File: src/rtl/cpde_pkg.sv
// shared types, constants and helpers of the convex planes distance evaluator
`timescale 1ns / 1ps
package cpde_pkg;

  localparam int MaxPlanes = 8;
  localparam int IdxW      = (MaxPlanes > 1) ? $clog2(MaxPlanes) : 1;
  localparam int CntW      = $clog2(MaxPlanes + 1);
  localparam int CfgW      = 4;
  localparam int SlotW     = 3;
  localparam int CoordW    = 32;
  localparam int NormW     = 18;
  localparam int DiffW     = CoordW + 1;
  localparam int ProdW     = DiffW + NormW;
  localparam int SumW      = ProdW + 2;
  localparam int FracW     = 16;
  localparam int ShW       = SumW - FracW;

  localparam int InDataW   = 160;
  localparam int OutDataW  = 88;

  typedef enum logic {
    CmdWrite = 1'b0,
    CmdEval  = 1'b1
  } cmd_e;

  typedef enum logic {
    StatusOk    = 1'b0,
    StatusEmpty = 1'b1
  } status_e;

  typedef struct packed {
    logic signed [CoordW-1:0] ox;
    logic signed [CoordW-1:0] oy;
    logic signed [CoordW-1:0] oz;
    logic signed [NormW-1:0]  nx;
    logic signed [NormW-1:0]  ny;
    logic signed [NormW-1:0]  nz;
  } plane_t;

  // sequencer tags for one table read
  typedef struct packed {
    logic valid;
    logic first;
    logic last;
  } issue_t;

  typedef struct packed {
    logic                   done;
    logic signed [SumW-1:0] best;
    logic signed [NormW-1:0] gx;
    logic signed [NormW-1:0] gy;
    logic signed [NormW-1:0] gz;
  } eval_res_t;

  // floor shift by the fraction width, then clamp to the signed 32-bit range
  function automatic logic [CoordW-1:0] sat_dist(input logic signed [SumW-1:0] s);
    logic signed [ShW-1:0] sh;
    logic [CoordW-1:0]     r;
    sh = s[SumW-1:FracW];
    if (sh[ShW-1:CoordW-1] == '0 || sh[ShW-1:CoordW-1] == '1) begin
      r = sh[CoordW-1:0];
    end else if (sh[ShW-1]) begin
      r = {1'b1, {(CoordW-1){1'b0}}};
    end else begin
      r = {1'b0, {(CoordW-1){1'b1}}};
    end
    return r;
  endfunction

endpackage

File: src/rtl/cpde_plane_ram.sv
// plane table memory, one write port and one registered read port
`timescale 1ns / 1ps
module cpde_plane_ram
  import cpde_pkg::*;
(
  input  logic            clk_i,
  input  logic            we_i,
  input  logic [IdxW-1:0] waddr_i,
  input  plane_t          wdata_i,
  input  logic            re_i,
  input  logic [IdxW-1:0] raddr_i,
  output plane_t          rdata_o
);

  plane_t mem [MaxPlanes];
  plane_t rdata_q;

  always_ff @(posedge clk_i) begin
    if (we_i) begin
      mem[waddr_i] <= wdata_i;
    end
  end

  always_ff @(posedge clk_i) begin
    if (re_i) begin
      rdata_q <= mem[raddr_i];
    end
  end

  assign rdata_o = rdata_q;

endmodule

File: config.mk
export PLATFORM = sky130hd
export DESIGN_NAME = cpde_plane_ram
export DESIGN_NICKNAME = d
export VERILOG_FILES = /design/src/rtl/cpde_pkg.sv /design/src/rtl/cpde_plane_ram.sv
export SDC_FILE = /design/constraint.sdc
export NUM_CORES = 1
export LEC_CHECK = 0
export ABC_AREA = 1
export BUFFER_PORTS_ARGS = -buffer_cell sky130_fd_sc_hd__buf_2
export CAP_MARGIN = 25
export CORE_MARGIN = 8
export CORE_UTILIZATION = 51
export DETAILED_ROUTE_END_ITERATION = 8
export GPL_ROUTABILITY_DRIVEN = 0
export MAX_ROUTING_LAYER = met4
export PLACE_DENSITY_LB_ADDON = 0.05
export RECOVER_POWER = 100
export REMOVE_ABC_BUFFERS = 1
export SETUP_SLACK_MARGIN = 0.5
export SKIP_CTS_REPAIR_TIMING = 1
export SLEW_MARGIN = 40
export SYNTH_ARGS = -nofsm -noshare
export SYNTH_HDL_FRONTEND = slang
export SYNTH_SLANG_ARGS = --single-unit
File: constraint.sdc
create_clock -name clk_i -period 9.1 [get_ports clk_i]
set_clock_uncertainty 0.15 [all_clocks]
set_input_delay 0.455 -clock clk_i [delete_from_list [all_inputs] [get_ports clk_i]]
set_output_delay 0.455 -clock clk_i [all_outputs]
set_load 0.005 [all_outputs]
# Yosys cells after proc, flatten, opt, wreduce, memory -nomap -nowiden
# Memories as Yosys holds them, arrays and structs flattened. A register that Yosys moved wholly into a read port is not among the register bits.
# Cells that the tools add are included.
# word_totals
regBits	0
ramBits	1200
input_bits	159
out_inout_bits	150
word_cells	3
n_memories	1
# mem_list
memory	words	width	rd	rd_ports_with_merged_regs	write_ports	line	source
mem	8	150	1	1	1	cpde_plane_ram.sv:15	plane_t mem [MaxPlanes];
# classes
muxes	2
# op_table
operator	count
1-bit 2-to-1 mux	2

# Longest topological paths before layout
# Gate-level depths: netlist of the first run.
# logic_depth
depth_word	2
ltp_mapped	9
mapped_depth_nobuf	6

# Worst setup path before layout of the first run
# Ideal clock, no wire load.
# synth_timing
path_type	input to register
startpoint	input waddr_i[2]
endpoint	memory mem[0][0] (netlist bit) (enable)
t_arrival_ps	6832
required_ps	8287
slack_ps	1455
stages	3
cell_sequence	inv_1 nand2_1 nor2_1
# synth_rtl
element	line	source
from (decl)	cpde_plane_ram.sv:8	input logic [IdxW-1:0] waddr_i,
to (decl)	cpde_plane_ram.sv:15	
# No word-level cell before the write port.

# Worst setup path after layout of the first run
# layout_timing
startpoint	input waddr_i[0]
endpoint	memory mem[0][124] (netlist bit) (enable)
# No word-level cell before the write port.

==> results.ini, run 1 <==
[timing]
setup_ws_ns = 3.56
tns_ns = 0
rsz0062_at_grt = no
relSlewSlack_pct = -285
fmax_mhz = 181
period_share_pct = 60.9
worst_pin_slew_ns = 5.77
fin_crit_ns = 5.54
slew_viol_final = 1031
timing.hold.ws_ns = 0.174
finalHoldViolCount = 0
finalSetupViolCount = 0

[clocking]
cts-buffers-inserted = 144
cts_sinks = 1350
clockRootBuffer = clkbuf_16
cts_tree = done
clk_latency_ns = 0.73
clkTransAtPathRegs_ns = 0.06
ctsLongestPathBuffers = 3
ctsHtreeMaxLevel = 4

[power]
clock_power_share_pct = 40.5
p_int_mw = 10.6
p_per_area_nw_per_um2 = 208
cellLeakagePower_nw = 28.8
max-vdd-ir-drop_v = 0.000148
finalPower_mw = 13.5
power.switching_mw = 2.96
power.share.switching_pct = 21.9
pwr-share-seq_pct = 53.1
comb_power_share_pct = 6.5

[yosys]
synth_seq_area_share_pct = 71.2
synth_top_family_by_area = simple AND/OR/NAND/NOR gates
yosysTopAreaCellShare_pct = 71.2
synth_cells = 5352
synth.area.mux_share_pct = 0
ys_types = 14
ys_ff_latch = 1350
synth-simple-area-share_pct = 18.2
yosysWarnings = 0
yosysTopAreaCell = edfxtp_1
synth.area.top_cells = edfxtp_1 (71%), nand2_1 (13%), inv_1 (7.9%), nand3_1 (5.3%), buf_2 (1.2%)
synthAdderAreaFrac_pct = 0
yosysMostFrequentCell = nand2_1
postSynth.asyncResetShare_pct = 0
synth_area_per_cell_um2 = 10.6
synthTopCellsByCount = nand2_1 (1956), edfxtp_1 (1350), inv_1 (1204)
synth_compound_area_share_pct = 0
synth-edff-count = 1350
synth_xor_area_share_pct = 0
syn-cell-area_um2 = 57000
synth_flop_cell = edfxtp_1

[grt]
grt-ovfl-total = 0
gr-usage-all-layers_pct = 22.4
antenna_found_initial = 18
grt_start_max_net_pins = 236
grt_pass1_vias = 33798
grt_pass1_wl_mm = 203

[route]
drc = 0
num_vias = 35529
met2WireLength_mm = 64.1
routed.top_layer = met4
vias_per_cell = 4.80
dr.pass1.iters = 7
drtIter0Drc = 2071
drt-total-wl_mm = 134
drt-met1-wl_mm = 59.8
postRouteAntennaNets = 0
wl_per_cell_um = 18.1
wl_met3_mm = 7.81

[critical_path]
worstPathArrival_ns = 5.74
worst_setup_path_end_kind = flip-flop
worstPathRequired_ns = 9.31
r2r_slack_ns = 7.77
crit_fanout = 52
r2r-start = mem[6][40]$_DFFE_PP_
reg2reg_to = rdata_o[40]$_DFFE_PP_
path_class = input port to flip-flop
startpoint_type = input port
reg2reg_depth = 6

[floorplanning]
num_rows = 122
dieArea_um2 = 123000
start_util_pct = 51.5
die_h_um = 350
core_um2 = 111000
die_x_um = 350
io_pins = 309

[min_path]
hold_start = waddr_i[1]
min_path_cells = 3
hold_path.class = input port to flip-flop
min_to = mem[7][93]$_DFFE_PP_

[cells_and_area]
stdcell_area_um2 = 65100
fin_util_pct = 58.8
area_growth_pct = 14.2
register_area_um2 = 40500
multiInputGateArea_um2 = 10400
fin_nets = 5939
drive_gt1_share_pct = 4.34
layoutNonFillerInstCount = 7399
fillers = 9304

[placement]
place_ws_ns = 5.52
port_buffers = 308
placed_area_um2 = 59700
place_inst = 6968
place_hpwl_mm = 67.4

[job]
maxCapViolCount = 23

[run_status]
outcome = finished with violations
failed_checks = capacitance limit, slew limit

[worst max path at each step]
stage	startpoint	end	slack, ns	cells after the start
final	waddr_i[0]	mem[0][124]$_DFFE_PP_	3.56	6
after global placement	waddr_i[0]	mem[4][108]$_DFFE_PP_	5.41	6
after CTS	waddr_i[0]	mem[2][68]$_DFFE_PP_	6.31	7
after global routing	waddr_i[0]	mem[0][86]$_DFFE_PP_	3.27	6
after detailed placement	waddr_i[0]	mem[2][68]$_DFFE_PP_	5.52	7
after floorplan	waddr_i[2]	mem[0][0]$_DFFE_PP_	1.45	3
[metal layers]
metal,GRT usage [%],up-vias
li1,-,17640
met1,29.0,16922
met2,36.2,791
met3,4.74,176
met4,5.76,0
met5,-,-
[logic make-up after synthesis]
kind of cell,after synthesis
DFF,1350
and+or+nand+nor,2564
buffers and inverters,1438
[critical path, cell delays in order]
cell	delay (ns)
buf_2	0.10
inv_1	0.05
nand2_1	0.09
nor2_1	0.83
clkbuf_1	3.30
buf_4	0.85
[layout make-up]
class / instances / area share (%)
repair buffers: 514 / 5.01
multi-input cells: 2564 / 15.9
well taps: 1488 / 2.86
inverters: 1206 / 7.03
diodes: 19 / 0.0731
clock inverters: 69 / 0.671
clock buffers: 189 / 6.09
flip-flops and latches: 1350 / 62.3
[cells in the final DEF, fill, tap and decap left out]
| cell type | n |
|---|---|
| buf_2 | 39 |
| inv_6 | 4 |
| clkinv_2 | 18 |
| buf_12 | 3 |
| buf_4 | 10 |
| edfxtp_1 | 1350 |
| inv_1 | 1203 |
| buf_6 | 12 |
| buf_16 | 6 |
| bufinv_16 | 5 |
| clkinv_1 | 41 |
| inv_8 | 1 |
| clkinvlp_4 | 1 |
| nor2_1 | 8 |
| diode_2 | 19 |
| clkinv_16 | 1 |
| clkbuf_1 | 327 |
| dlygate4sd3_1 | 150 |
| nand2_1 | 1956 |
| buf_8 | 2 |
| buf_1 | 1 |
| nand3_1 | 600 |
| inv_12 | 1 |
| clkbuf_16 | 153 |
[power by group through the flow]
stage	Sequential (mW)	Combinational, mW	Clock (mW)
2_1_floorplan	7.31	0.417	0
3_3_place_gp	7.30	0.833	0
3_5_place_dp	7.30	0.850	0
4_1_cts	7.17	0.853	5.60
5_1_grt	7.20	0.993	5.83
6_report	7.18	0.876	5.48
[state kept, by name, summed over array words and instances (netlist names)]
signal   flops
rdata_o    150
mem       1200
Power figures use the tool's default switching activity.
==> run 2: changes to the inputs <==
Clock period 9.1 ns to 5.25 ns, I/O delays scaled along.
==> run 2 against run 1 <==
Net effect:
- the run ends with hold timing, capacitance limit, slew limit left
- combinational power rose by 72%
- clock-buffer cell count rose by 4
- wire length is 0.29% higher
- flip-flop and latch count unchanged
- final area about the same
- critical path depth stayed put
- clock power is 72% higher
- sequential power increased by 73%
- sequential share of layout area hardly changed
- setup slack worse by 2.2 ns
- die area did not move
- critical endpoint is now mem[0][25]$_DFFE_PP_
- largest cell class unchanged
==> results.ini, run 2 (same netlist as run 1, synthesis figures left out) <==
[run_status]
outcome = finished with violations
failed_checks = hold timing, capacitance limit, slew limit

[clocking]
ctsLongestPathBuffers = 3  ; unchanged
clockRootBuffer = clkbuf_16
cts_sinks = 1350  ; unchanged
clk_latency_ns = 0.74  ; about the same
cts-buffers-inserted = 146  ; +1.4%
cts_tree = done
clkTransAtPathRegs_ns = 0.06  ; about the same
ctsHtreeMaxLevel = 4  ; unchanged

[grt]
gr-usage-all-layers_pct = 22.5  ; +0.052 points
grt_pass1_wl_mm = 204  ; +0.31%
grt_start_max_net_pins = 197  ; -17%
grt-ovfl-total = 0  ; unchanged
grt_pass1_vias = 33674  ; -0.37%
antenna_found_initial = 18  ; unchanged

[critical_path]
critPathSlowestCell = clkbuf_2
path_cells = dlygate4sd3_1, clkbuf_1, inv_1, nand2_1, nor2_1, clkbuf_2
worstPathArrival_ns = 4.00  ; -1.74 ns
path_class = input port to flip-flop
reg2reg_to = rdata_o[74]$_DFFE_PP_
crit_fanout = 70  ; +35%
critical-path-max-stage-delay_ns = 1.96  ; -1.34 ns
worst_setup_path_end_kind = flip-flop
cp_num_cells = 6  ; unchanged
r2r_slack_ns = 3.93  ; -3.84 ns
reg2reg_depth = 6  ; unchanged
worstPathRequired_ns = 5.40  ; -3.91 ns
cpLargestDelayFamily = buffers and inverters
startpoint_type = input port
critPathLaunch = waddr_i[2]
crit_buf_inv = 4  ; unchanged
r2r-start = mem[0][74]$_DFFE_PP_
endpoint = mem[0][25]$_DFFE_PP_

[route]
vias_per_cell = 4.81  ; +0.23%
drc = 0  ; unchanged
drt-total-wl_mm = 135  ; +0.29%
wl_per_cell_um = 18.2  ; +0.25%
drtIter0Drc = 2377  ; +15%
postRouteAntennaNets = 0  ; unchanged
dr.pass1.iters = 7  ; unchanged
num_vias = 35625  ; +0.27%

[floorplanning]
num_rows = 122  ; unchanged
core_um2 = 111000  ; unchanged
die_h_um = 350  ; unchanged
dieArea_um2 = 123000  ; unchanged
io_pins = 309  ; unchanged
die_x_um = 350  ; unchanged
start_util_pct = 51.5  ; unchanged

[power]
p_per_area_nw_per_um2 = 359  ; +73%
cellLeakagePower_nw = 28.8  ; +0.18%
max-vdd-ir-drop_v = 0.000297  ; +100%

[cells_and_area]
layoutNonFillerInstCount = 7402  ; +0.041%
final_common_cell = nand2_1
regMostFlops = mem
fin_nets = 5942  ; +0.051%
drive_gt1_share_pct = 4.73  ; +0.39 points
fin_util_pct = 58.8  ; about the same
area_growth_pct = 14.3  ; about the same
largest_reg_flops = 1200  ; unchanged
final_cell_mix = nand2_1 (1956), edfxtp_1 (1350), inv_1 (1204)

[placement]
place_ws_ns = 2.61  ; -2.92 ns
place_inst = 6967  ; -0.014%
place_hpwl_mm = 67.2  ; -0.36%
port_buffers = 308  ; unchanged

[timing]
finalSetupViolCount = 0  ; unchanged
fin_crit_ns = 3.85
worst_pin_slew_ns = 3.56  ; -2.21 ns
period_share_pct = 73.3
fmax_mhz = 260
rsz0062_at_grt = no
setup_ws_ns = 1.40  ; -2.16 ns
tns_ns = 0  ; unchanged
relSlewSlack_pct = -137  ; +150 points
slew_viol_final = 673  ; -35%
timing.hold.ws_ns = -0.0684  ; -0.242 ns
finalHoldViolCount = 1  ; +1

[job]
maxCapViolCount = 15  ; -35%

[min_path]
min_path_cells = 3  ; unchanged
hold_path.class = input port to flip-flop

[run 2: cell type report]
| class | count | area, µm² |
|---|---|---|
| Fill cell | 9331 | 45600 |
| Sequential cell | 1350 | 40500 |
| Multi-Input combinational cell | 2564 | 10400 |
| Inverter | 1206 | 4570 |
| Clock buffer | 193 | 3890 |
| Timing Repair Buffer | 515 | 3350 |
| Tap cell | 1488 | 1860 |
| Clock inverter | 70 | 467 |
| Antenna cell | 16 | 40.0 |
[run 2: metal layers]
metal  global-route usage, %  share of wire (%)
met4                    6.22                2.1
met5                       -                  0
met3                    4.87                6.0
met1                    29.8                 45
met2                    35.3                 47
[run 2: per-stage QoR]
stage,instance area (µm²),total power [mW]
floorplan,55400,13.4
global placement,59500,14.1
detailed placement,59600,14.1
CTS,64000,23.6
global route,65100,24.3
finish,65100,23.4
[run 2: worst min-delay path by stage]
stage,startpoint,endpoint,slack [ns]
3_3_place_gp,wdata_i[130],mem[2][130]$_DFFE_PP_,0.38
6_report,waddr_i[0],mem[5][93]$_DFFE_PP_,-0.07
2_1_floorplan,wdata_i[0],mem[0][0]$_DFFE_PP_,0.21
4_1_cts,wdata_i[33],mem[5][33]$_DFFE_PP_,-0.42
3_5_place_dp,wdata_i[59],mem[3][59]$_DFFE_PP_,0.38
5_1_grt,waddr_i[0],mem[5][93]$_DFFE_PP_,-0.09
[run 2: tightest hold or removal path, cell delays in order]
cell     delay, ns
buf_2         0.10
nand2_1       0.12
nor2_1        0.14
[run 2: where the power goes]
part | total [mW] | switching, mW | internal (mW)
Clock | 9.42 | 4.05 | 5.37
Sequential | 12.4 | 0.119 | 12.3
Combinational | 1.51 | 1.05 | 0.462
